--- src/design/bqs_pkg.sv ---
package bqs_pkg;

	localparam int TIME_W = 48;
	localparam int ARR_W = 40;
	localparam int DUR_W = 40;
	localparam int ID_W = 20;
	localparam int LIM_W = 5;
	localparam int QUEUE_DEPTH_DEF = 16;
	localparam logic [LIM_W-1:0] LIMIT_RESET = 5'd16;

	localparam int S_DATA_W = ARR_W + DUR_W;
	localparam int M_DATA_W = ((ID_W + TIME_W + 7) / 8) * 8;

	localparam logic OP_ARRIVAL = 1'b0;
	localparam logic OP_FLUSH = 1'b1;

	typedef enum logic [1:0] {
		ST_IDLE,
		ST_CHECK,
		ST_WAIT
	} state_t;

	typedef struct packed {
		logic accept;
		logic drain;
		logic serve;
		logic enqueue;
		logic reject;
	} cmd_t;

	typedef struct packed {
		logic flush;
		logic count_nz;
		logic busy_le_t;
		logic room;
		logic out_free;
	} status_t;

endpackage

--- src/design/bqs_ctrl.sv ---
module bqs_ctrl (
	input  logic             clk,
	input  logic             arst_n,
	input  logic             s_tvalid,
	output logic             s_tready,
	input  bqs_pkg::status_t sts,
	output bqs_pkg::cmd_t    cmd
);
	import bqs_pkg::*;

	state_t state_q;
	state_t state_d;

	always_ff @(posedge clk or negedge arst_n) begin
		if (!arst_n) begin
			state_q <= ST_IDLE;
		end else begin
			state_q <= state_d;
		end
	end

	always_comb begin
		state_d = state_q;
		cmd = '0;
		s_tready = 1'b0;
		unique case (state_q)
			ST_IDLE: begin
				s_tready = 1'b1;
				if (s_tvalid) begin
					cmd.accept = 1'b1;
					state_d = ST_CHECK;
				end
			end
			ST_CHECK: begin
				if (sts.flush) begin
					if (!sts.count_nz) begin
						state_d = ST_IDLE;
					end else if (sts.out_free) begin
						cmd.drain = 1'b1;
						state_d = ST_WAIT;
					end
				end else if (sts.count_nz && sts.busy_le_t) begin
					if (sts.out_free) begin
						cmd.drain = 1'b1;
						state_d = ST_WAIT;
					end
				end else if (!sts.busy_le_t && sts.room) begin
					cmd.enqueue = 1'b1;
					state_d = ST_IDLE;
				end else if (sts.out_free) begin
					if (sts.busy_le_t) begin
						cmd.serve = 1'b1;
					end else begin
						cmd.reject = 1'b1;
					end
					state_d = ST_IDLE;
				end
			end
			// head entry read settles
			ST_WAIT: begin
				state_d = ST_CHECK;
			end
			default: begin
				state_d = ST_IDLE;
			end
		endcase
	end

endmodule

--- src/design/bqs_dp.sv ---
module bqs_dp #(
	parameter int QUEUE_DEPTH = bqs_pkg::QUEUE_DEPTH_DEF
) (
	input  logic                          clk,
	input  logic                          arst_n,
	input  logic [bqs_pkg::S_DATA_W-1:0]  s_tdata,
	input  logic                          s_tuser,
	output logic                          m_tvalid,
	input  logic                          m_tready,
	output logic [bqs_pkg::M_DATA_W-1:0]  m_tdata,
	output logic                          m_tuser,
	output logic                          m_tlast,
	input  logic                          cfg_we,
	input  logic [bqs_pkg::LIM_W-1:0]     cfg_wdata,
	input  bqs_pkg::cmd_t                 cmd,
	output bqs_pkg::status_t              sts
);
	import bqs_pkg::*;

	localparam int CNT_W = $clog2(QUEUE_DEPTH + 1);
	localparam int PTR_W = (QUEUE_DEPTH > 1) ? $clog2(QUEUE_DEPTH) : 1;
	localparam logic [PTR_W-1:0] PTR_LAST = PTR_W'(QUEUE_DEPTH - 1);

	logic [LIM_W-1:0]  limit_q;
	logic [TIME_W-1:0] busy_q;
	logic [PTR_W-1:0]  head_q;
	logic [PTR_W-1:0]  tail_q;
	logic [CNT_W-1:0]  count_q;
	logic [ID_W-1:0]   next_id_q;

	logic              op_q;
	logic [ARR_W-1:0]  t_q;
	logic [DUR_W-1:0]  d_q;
	logic [ID_W-1:0]   id_q;

	logic [DUR_W-1:0]  mem_dur_q [QUEUE_DEPTH];
	logic [ID_W-1:0]   mem_id_q [QUEUE_DEPTH];
	logic [DUR_W-1:0]  rd_dur_q;
	logic [ID_W-1:0]   rd_id_q;

	logic              m_tvalid_q;
	logic [ID_W-1:0]   out_id_q;
	logic [TIME_W-1:0] out_fin_q;
	logic              out_rej_q;
	logic              out_last_q;

	logic [31:0]       lim;
	logic [TIME_W:0]   drain_sum;
	logic [TIME_W-1:0] drain_busy;
	logic [TIME_W-1:0] serve_busy;
	logic [TIME_W-1:0] t_ext;
	logic              drain_le_t;
	logic              drain_room;
	logic              drain_last;
	logic              emit;
	logic              out_free;

	assign lim = (32'(limit_q) < 32'(QUEUE_DEPTH)) ? 32'(limit_q) : 32'(QUEUE_DEPTH);
	assign t_ext = TIME_W'(t_q);

	assign drain_sum = {1'b0, busy_q} + (TIME_W + 1)'(rd_dur_q);
	assign drain_busy = drain_sum[TIME_W] ? '1 : drain_sum[TIME_W-1:0];
	assign serve_busy = t_ext + TIME_W'(d_q);

	// last drained result unless more drains or the new job's own result follow
	assign drain_le_t = drain_busy <= t_ext;
	assign drain_room = 32'(count_q - CNT_W'(1)) < lim;
	assign drain_last = (op_q == OP_FLUSH) ? (count_q == CNT_W'(1))
		: !drain_le_t && drain_room;

	assign emit = cmd.drain || cmd.serve || cmd.reject;
	assign out_free = !m_tvalid_q || m_tready;

	assign sts.flush = op_q == OP_FLUSH;
	assign sts.count_nz = count_q != '0;
	assign sts.busy_le_t = busy_q <= t_ext;
	assign sts.room = 32'(count_q) < lim;
	assign sts.out_free = out_free;

	always_ff @(posedge clk or negedge arst_n) begin
		if (!arst_n) begin
			limit_q <= LIMIT_RESET;
			busy_q <= '0;
			head_q <= '0;
			tail_q <= '0;
			count_q <= '0;
			next_id_q <= '0;
			m_tvalid_q <= 1'b0;
		end else begin
			if (cfg_we) begin
				limit_q <= cfg_wdata;
			end
			if (cmd.accept && s_tuser == OP_ARRIVAL) begin
				next_id_q <= next_id_q + ID_W'(1);
			end
			if (cmd.drain) begin
				busy_q <= drain_busy;
				head_q <= (head_q == PTR_LAST) ? '0 : head_q + PTR_W'(1);
				count_q <= count_q - CNT_W'(1);
			end else if (cmd.enqueue) begin
				tail_q <= (tail_q == PTR_LAST) ? '0 : tail_q + PTR_W'(1);
				count_q <= count_q + CNT_W'(1);
			end else if (cmd.serve) begin
				busy_q <= serve_busy;
			end
			if (emit) begin
				m_tvalid_q <= 1'b1;
			end else if (m_tready) begin
				m_tvalid_q <= 1'b0;
			end
		end
	end

	always_ff @(posedge clk) begin
		if (cmd.accept) begin
			op_q <= s_tuser;
			t_q <= s_tdata[ARR_W-1:0];
			d_q <= s_tdata[S_DATA_W-1:ARR_W];
			id_q <= next_id_q;
		end
		if (cmd.enqueue) begin
			mem_dur_q[tail_q] <= d_q;
			mem_id_q[tail_q] <= id_q;
		end
		rd_dur_q <= mem_dur_q[head_q];
		rd_id_q <= mem_id_q[head_q];
		if (cmd.drain) begin
			out_id_q <= rd_id_q;
			out_fin_q <= drain_busy;
			out_rej_q <= 1'b0;
			out_last_q <= drain_last;
		end else if (cmd.serve) begin
			out_id_q <= id_q;
			out_fin_q <= serve_busy;
			out_rej_q <= 1'b0;
			out_last_q <= 1'b1;
		end else if (cmd.reject) begin
			out_id_q <= id_q;
			out_fin_q <= '0;
			out_rej_q <= 1'b1;
			out_last_q <= 1'b1;
		end
	end

	assign m_tvalid = m_tvalid_q;
	assign m_tdata = M_DATA_W'({out_fin_q, out_id_q});
	assign m_tuser = out_rej_q;
	assign m_tlast = out_last_q;

	a_count_bound: assert property (@(posedge clk) disable iff (!arst_n)
		32'(count_q) <= 32'(QUEUE_DEPTH))
		else $error("queue count above depth");

	a_drain_nonempty: assert property (@(posedge clk) disable iff (!arst_n)
		cmd.drain |-> count_q != '0)
		else $error("drain from empty queue");

	a_enqueue_ok: assert property (@(posedge clk) disable iff (!arst_n)
		cmd.enqueue |-> sts.room && !sts.busy_le_t && !sts.flush)
		else $error("enqueue without room or with idle server");

	a_no_overwrite: assert property (@(posedge clk) disable iff (!arst_n)
		emit |-> out_free)
		else $error("pending result overwritten");

endmodule

--- src/design/bounded_queue_server_sim.sv ---
// Single server with bounded waiting queue and tail drop.
// A request's own result is registered onto m_tvalid after the results of any queued
// jobs drained ahead of it; an m_tready stall holds it back. A new request is taken
// only in the idle state, once the previous request and its drains are done; each
// drain, also in a flush, waits for the registered read of the queue memory.
// Reset (arst_n, asynchronous): queue empty, busy-until and job id zero, limit 16.
module bounded_queue_server_sim #(
	parameter int QUEUE_DEPTH = bqs_pkg::QUEUE_DEPTH_DEF
) (
	input  logic                          clk,
	input  logic                          arst_n,
	input  logic                          s_tvalid,
	output logic                          s_tready,
	input  logic [bqs_pkg::S_DATA_W-1:0]  s_tdata,   // arrival_time, duration
	input  logic                          s_tuser,   // op
	output logic                          m_tvalid,
	input  logic                          m_tready,
	output logic [bqs_pkg::M_DATA_W-1:0]  m_tdata,   // job_id, finish_time, zero pad
	output logic                          m_tuser,   // rejected
	output logic                          m_tlast,
	input  logic                          cfg_we,
	input  logic [bqs_pkg::LIM_W-1:0]     cfg_wdata
);
	import bqs_pkg::*;

	cmd_t    cmd;
	status_t sts;

	bqs_ctrl u_ctrl (
		.clk      (clk),
		.arst_n   (arst_n),
		.s_tvalid (s_tvalid),
		.s_tready (s_tready),
		.sts      (sts),
		.cmd      (cmd)
	);

	bqs_dp #(
		.QUEUE_DEPTH (QUEUE_DEPTH)
	) u_dp (
		.clk       (clk),
		.arst_n    (arst_n),
		.s_tdata   (s_tdata),
		.s_tuser   (s_tuser),
		.m_tvalid  (m_tvalid),
		.m_tready  (m_tready),
		.m_tdata   (m_tdata),
		.m_tuser   (m_tuser),
		.m_tlast   (m_tlast),
		.cfg_we    (cfg_we),
		.cfg_wdata (cfg_wdata),
		.cmd       (cmd),
		.sts       (sts)
	);

endmodule

--- config.mk ---
export PLATFORM = sky130hd
export DESIGN_NAME = bounded_queue_server_sim
export DESIGN_NICKNAME = d
export VERILOG_FILES = /design/src/design/bqs_pkg.sv /design/src/design/bqs_ctrl.sv /design/src/design/bqs_dp.sv /design/src/design/bounded_queue_server_sim.sv
export SDC_FILE = /design/constraint.sdc
export NUM_CORES = 2
export LEC_CHECK = 0
export ABC_CLOCK_PERIOD_IN_PS = 9600
export BUFFER_PORTS_ARGS = -buffer_cell sky130_fd_sc_hd__buf_4
export CELL_PAD_IN_SITES_DETAIL_PLACEMENT = 0
export CELL_PAD_IN_SITES_GLOBAL_PLACEMENT = 2
export CORE_ASPECT_RATIO = 1.5
export CORE_UTILIZATION = 35
export DETAILED_ROUTE_END_ITERATION = 7
export PLACE_DENSITY_LB_ADDON = 0.15
export SKIP_LAST_GASP = 1
export SLEW_MARGIN = 10
export SYNTH_ARGS = -nofsm -noshare
export SYNTH_HDL_FRONTEND = slang
export SYNTH_SLANG_ARGS = --single-unit
--- constraint.sdc ---
create_clock -name clk -period 9.6 [get_ports clk]
set_input_delay 1.44 -clock clk [delete_from_list [all_inputs] [get_ports clk]]
set_output_delay 1.44 -clock clk [all_outputs]
set_load 0.02 [all_outputs]
Word-level counts from Yosys, hierarchy flattened
Memories as Yosys holds them, arrays and structs flattened. A register that Yosys moved wholly into a read port is not among the register bits.
Index checks and enable logic that the tools add are counted.

storage, ports and cells
  output and inout bits = 76
  memories kept = 2
  memory bits (writable) = 960
  word-level logic and storage cells = 109
  input port bits = 91
  register bits after elaboration = 260

operators by class
  $add $sub $neg = 8
  magnitude comparators = 5
  muxes and demuxes = 48
  bitwise logic cells = 2
  equal/unequal tests = 8
  reductions and logical operators = 20

memory list
  name            words  width  rd ports  clocked after memory_dff  wr ports  line          source
  u_dp.mem_dur_q  16     40     1         1                         1         bqs_dp.sv:36  logic [DUR_W-1:0] mem_dur_q [QUEUE_DEPTH];
  u_dp.mem_id_q   16     20     1         1                         1         bqs_dp.sv:37  logic [ID_W-1:0] mem_id_q [QUEUE_DEPTH];

operator list
  kind                                                   number
  2-to-1 mux 48 bit                                      7
  <= comparator 48 x 40 -> 1 bit                         2
  2-to-1 mux 20 bit                                      3
  adder 48 x 40 -> 49 bit                                1
  adder 40 x 40 -> 41 bit                                1
  less-than comparator 32 bit                            1
  less-than comparator 5 x 32 -> 1 bit                   1
  2-to-1 mux 1 bit                                       22
  adder 20 x 1 -> 20 bit, second input constant          1
  2-to-1 mux 5 bit                                       3
  2-to-1 mux 2 bit                                       7
  2-to-1 mux 4 bit                                       3
  adder 4 x 1 -> 4 bit, second input constant            2
  equality test 4 bit, second input constant             2
  2-to-1 mux 3 bit                                       2
  case mux 2 bit (3 select lines)                        1
  AND reduction 2 bit                                    3
  nonzero test 2 bit                                     3
  subtractor 5 x 1 -> 6 bit, second input constant       1
  adder 5 x 1 -> 5 bit, second input constant            1
  equality test 5 x 1 -> 1 bit, second input constant    1
  less-than comparator 5 bit, second input constant      1
  inequality test 5 x 1 -> 1 bit, second input constant  1
  nonzero test 5 bit                                     1
  other kinds (12)                                       20

Longest topological paths before layout
  depth after elaboration = 11
  mapped depth = 23
  depth with buffers taken out = 21

Cells and area by module
Synthesis repeated with hierarchy kept, for this count alone.

second synthesis, totals
  cell total of the unflattened synthesis = 3052
  area total of the unflattened synthesis = 53924.2 um^2

by module, submodules not included
  module    cells each  times used  seq. area each (um^2)  area an instance (um^2)
  bqs_dp    3035        1           37332.1                53776.6
  bqs_ctrl  17          1           50.0                   147.6

Worst setup path before layout
No wires, ideal clock.

  path type = flip-flop to flip-flop
  from = reg u_dp.busy_q[44]
  to = mem u_dp.mem_dur_q[0][0] (enable)
  arrival time = 6466 ps
  clock period less this slack = 7018 ps
  cell stages (with the launch flop) = 12
  required time = 9048 ps
  path buffers = 2
  setup time = 552 ps
  setup slack = 2582 ps
  cells stage by stage = dfrtp_1 clkbuf_2 or4_4 nor4_2 nand4_1 a21oi_1 a31o_2 o211a_1 and3_1 buf_4 nand2_1 nor3_1

between the ends
  longest elaborated chain between the ends = 9
  elaborated cells between the ends (all ways) = 10
  classes of those cells = order compare (1); mux (6); reduce/logical (3)

ends and longest elaborated chain
  item                                        line            source
  start: declaration                          bqs_dp.sv:25    logic [TIME_W-1:0] busy_q;
  start signal: assignment                    bqs_dp.sv:97    busy_q <= drain_busy;
  start signal: assignment                    bqs_dp.sv:104   busy_q <= serve_busy;
  <= comparator 48 x 40 -> 1 bit (*)          bqs_dp.sv:76    assign sts.busy_le_t = busy_q <= t_ext;
  logical NOT 1 bit                           bqs_ctrl.sv:47  end else if (!sts.busy_le_t && sts.room) begin
  logical AND 1 bit                           bqs_ctrl.sv:47
  2-to-1 mux 1 bit                            bqs_ctrl.sv:47
  2-to-1 mux 3 bit (*)                        bqs_ctrl.sv:42  end else if (sts.count_nz && sts.busy_le_t) begin
  2-to-1 mux 3 bit (*)                        bqs_ctrl.sv:35  if (sts.flush) begin
  2-to-1 mux 4 bit (*)                        bqs_ctrl.sv:26  unique case (state_q)
  2-to-1 mux 1 bit (*)                        bqs_dp.sv:121   if (cmd.enqueue) begin
  2-to-1 mux 1 bit (implied by the code) (*)  bqs_dp.sv:122   mem_dur_q[tail_q] <= d_q;
  end: declaration                            bqs_dp.sv:36

Every way passes the cells marked *; elsewhere a longest branch is shown, timed or not.

Worst setup path after layout
  from = reg u_dp.busy_q[0]
  to = reg u_dp.out_last_q (netlist: u_dp.m_tlast) (data pin)

between the ends
  longest elaborated chain between the ends = 9
  elaborated cells between the ends (all ways) = 20
  classes of those cells = add/sub (1); order compare (2); mux (12); reduce/logical (5)

ends and longest elaborated chain
  item                                                                             line           source
  parallel branches: the longest is 8 deep, another holds adder 48 x 40 -> 49 bit  -
  2-to-1 mux 1 bit (*)                                                             bqs_dp.sv:127  if (cmd.drain) begin
  end signal: assignment                                                           bqs_dp.sv:131  out_last_q <= drain_last;
  end: declaration                                                                 bqs_dp.sv:45   logic out_last_q;

Every way passes the cells marked *.
A chain may end at the register's enable or synchronous reset.

==> run_results.csv <==
group,metric,value,unit
timing,fin_crit,6.60,ns
global_routing,grt_pass1_vias,31285,
floorplanning,fp.dieArea,0.156,mm^2
yosys,yosysUniqueCellTypes,89,
cts,root_buffer,"clkbuf_16",
timing,fmax,0.151,GHz
floorplanning,io_pins,167,
yosys,synth_top_family_by_area,"multiplexers",
route,wl,156000,um
route,drt-initial-drc-count,2803,
floorplanning,num_rows,176,
global_routing,grt_pass1_wl,224000,um
yosys,ys_seq_area_share,69.3,%
power_and_ir_drop,vdd_drop_max,225,uV
cts,htree_levels,4,
layout,multiInputGateArea,0.0158,mm^2
job,drv_cap,0,
yosys,synth_area_leaders,"edfxtp_1 (63%), mux4_2 (13%), ha_1 (4.1%), dfrtp_1 (4.1%), dfxtp_1 (2.3%)",
critical_path,crit_path_top_delay_cell,"o21ai_0",
critical_path,slowest_delay,0.77,ns
layout,syn_to_final_growth,15.0,%
worst_hold_path,hp-class,"register to register",
floorplanning,initial_core_util,35.2,%
timing,finalCritPeriodShare,68.8,%
floorplanning,coreArea,0.153,mm^2
placed_design,place_congestion,0.873,
timing,hold_violations,0,
route,avgViaCountPerCell,5.37,
yosys,synth_top_cell_by_area,"edfxtp_1",
yosys,synth_commonest_cells,"edfxtp_1 (1130), mux4_2 (300), nand2_1 (233)",
cts,clkSlewWorstSetupHoldPaths,0.06,ns
yosys,synth_area,0.0540,mm^2
yosys,synth_edf_count,1130,
critical_path,end_kind,"register",
critical_path,path_common_cell,"o21ai_0",
placed_design,io_buffer_count,162,
critical_path,crit_buf_inv,0,
route,highest_layer,"met4",
route,drt_pass1_iterations,6,
route,dr_wl_met3,6980,um
power_and_ir_drop,p_leak,21.5,nW
placed_design,placed_area,0.0577,mm^2
layout,fillers,13883,
yosys,synth_compound_area_share,5.98,%
global_routing,overflow,0,
yosys,yosys_warnings,0,
critical_path,worstPathMaxFanout,21,
timing,finClkSkew,0.0379,ns
critical_path,crit_type,"register to register",
global_routing,antenna_found_initial,8,
cts,cts_resized,0,
yosys,syn_avg_cell_area,17.3,um^2
cts,cts_buffer_depth,3,
cts,cts_sinks,1280,
floorplanning,die_w,323,um
timing,worstMarginPinSlew,1.04,ns
timing,slew_violations,0,
layout,final_cells,5487,
route,ant_nets,0,
yosys,synthXorXnorAreaFrac,1.54,%
route,dr_wl_met2,79200,um
route,dr_total_vias,29464,
global_routing,grt_use_total,20.3,%
route,routedWlPerCell,28.4,um
timing,setup_violations,0,
cts,cts_tree,"yes",
yosys,synth.most_common_cell,"edfxtp_1",
placed_design,hpwlAfterDp,97900,um
power_and_ir_drop,power.density,334,mW/mm^2
status,outcome,"finished, final reports clean",
cts,cts_hold_repair.buffers,0,
route,drc,0,
yosys,synth_top_area_share,62.9,%
yosys,async_flop_share,6.95,%
placed_design,place_inst,5245,
layout,final_nets,3601,
critical_path,arrival,7.08,ns
critical_path,critPathLaunchType,"register",
cts,clkLatencyLatePin,0.79,ns
yosys,synth-simple-area-share,4.58,%
critical_path,critPathTopFamily,"compound AO/OA/AOI/OAI gates",
critical_path,crit_required,10.08,ns
cts,numCtsBuffers,131,
floorplanning,die_h,483,um
yosys,synthCells,3116,
cts,cts_setup_buffers,0,
critical_path,cp_cell_sequence,"ha_1 -> fa_1 -> a21o_1 -> a221o_1 -> a21oi_1 -> o21ai_1 -> a41o_1 -> nand2_1 -> o21ai_0 -> ha_1 -> nor2b_1 -> o21ai_0 -> a21oi_1 -> o21ai_0 -> o2111ai_1 -> o21ai_0 -> and4b_1 -> a41oi_1",
yosys,synth_adder_area_share,4.18,%
layout,fin_area,0.0621,mm^2
timing,slew_headroom,30.3,%
yosys,yosys_most_used_dff,"edfxtp_1",
route,drt-met1-wl,65700,um
global_routing,grt_max_degree,125,
timing,rsz0062_at_grt,"no",
yosys,synthMuxAreaShare,12.8,%
timing,setup_tns,0,ns
layout,ff_latch_area,0.0374,mm^2
yosys,synth_seq_cells,1280,
layout,drive_above_1_share,22.6,%
-- cells by family after synthesis --
logic type	count (synthesis)
flops	1280
simple gates	537
compound gates	499
mux	314
buf+inv	211
fa+ha+maj	179
xor+xnor	95
other cells	1
-- flip-flops by register name, indices dropped and copies added (netlist names) --
register and flops:
u_dp.tail_q 4, u_dp.m_tuser 1, u_dp.count_q 5, u_ctrl.state_q 2
u_dp.out_fin_q 48, u_dp.id_q 20, u_dp.rd_dur_q 40, u_dp.mem_id_q 320
u_dp.busy_q 48, u_dp.out_id_q 20, u_dp.d_q 40, u_dp.mem_dur_q 640
u_dp.m_tlast 1, u_dp.m_tvalid 1, u_dp.head_q 4, u_dp.limit_q 5
u_dp.rd_id_q 20, u_dp.op_q 1, u_dp.t_q 40, u_dp.next_id_q 20
-- cells in the final DEF, fill, tap and decap left out, types with 8 or more instances in the layout --
| master | count |
|---|---|
| a211oi_1 | 14 |
| a21o_1 | 92 |
| a21oi_1 | 130 |
| a31oi_1 | 15 |
| and2_1 | 11 |
| and3_1 | 14 |
| buf_4 | 215 |
| bufinv_16 | 10 |
| clkbuf_1 | 33 |
| clkbuf_16 | 133 |
| clkinv_1 | 13 |
| clkinv_2 | 9 |
| clkinvlp_4 | 12 |
| dfrtp_1 | 84 |
| dfxtp_1 | 61 |
| edfxtp_1 | 1130 |
| ha_1 | 177 |
| inv_1 | 72 |
| inv_6 | 10 |
| mux2i_1 | 9 |
| mux4_2 | 300 |
| nand2_1 | 232 |
| nand2b_1 | 16 |
| nand3_1 | 35 |
| nand4_1 | 42 |
| nor2_1 | 101 |
| nor2_4 | 12 |
| nor2b_1 | 12 |
| nor3_1 | 22 |
| o211ai_1 | 13 |
| o21a_1 | 11 |
| o21ai_0 | 117 |
| o21ai_1 | 9 |
| o21bai_1 | 13 |
| o31ai_1 | 8 |
| xnor2_1 | 56 |
| xor2_1 | 39 |
-- final cells by class --
cell class / count / share of cell area (%)
Clock buffer: 172 / 5.70
Antenna cell: 3 / 0.0121
Timing Repair Buffer: 217 / 2.67
Multi-Input combinational cell: 1628 / 25.5
Tap cell: 2047 / 4.13
Clock inverter: 67 / 1.28
Sequential cell: 1280 / 60.3
Inverter: 73 / 0.450
-- per-stage QoR --
step	setup WS (ns)	total power [mW]	hold slack (ns)	utilization, %
2_1_floorplan	2.58	12.9	0.441	-
3_3_place_gp	3.22	15.7	0.456	37.7
3_5_place_dp	3.04	15.7	0.461	37.7
4_1_cts	3.03	21.0	0.471	40.5
5_1_grt	2.85	21.8	0.486	40.5
6_report	3.00	20.7	0.476	40.5
-- routing by layer --
layer | GRT usage (%) | vias to the layer above
met3 | 2.80 | 199
met5 | 0 | -
met1 | 26.3 | 15598
met2 | 35.1 | 833
li1 | - | 12834
met4 | 6.35 | 0
-- where the power goes --
group | switching [mW] | internal [mW] | leakage [nW]
Clock | 2.26 | 2.92 | 2.06
Sequential | 0.785 | 7.08 | 11.9
Combinational | 4.51 | 3.18 | 7.59
-- final timing paths --
kind	to	from	cells after the start	slack, ns
worst max-delay path	u_dp.m_tlast$_SDFFCE_PN1P_	u_dp.busy_q[0]$_DFFE_PN0P_	18	3.00
min in group asynchronous	u_dp.next_id_q[7]$_DFFE_PN0P_	arst_n	1	0.57
max in group asynchronous	u_dp.head_q[0]$_DFFE_PN0P_	arst_n	2	7.99
worst min-delay path	u_dp.m_tuser$_SDFFE_PP0P_	u_dp.m_tuser$_SDFFE_PP0P_	2	0.48
worst max register to register	u_dp.m_tlast$_SDFFCE_PN1P_	u_dp.busy_q[0]$_DFFE_PN0P_	18	3.00
worst min register to register	u_dp.m_tuser$_SDFFE_PP0P_	u_dp.m_tuser$_SDFFE_PP0P_	2	0.48
-- tightest hold or removal path: stages (launching register included) --
cell and delay (ns):
dfxtp_1 0.32, inv_1 0.06, a21oi_1 0.05
(Power assumes the default switching activity.)
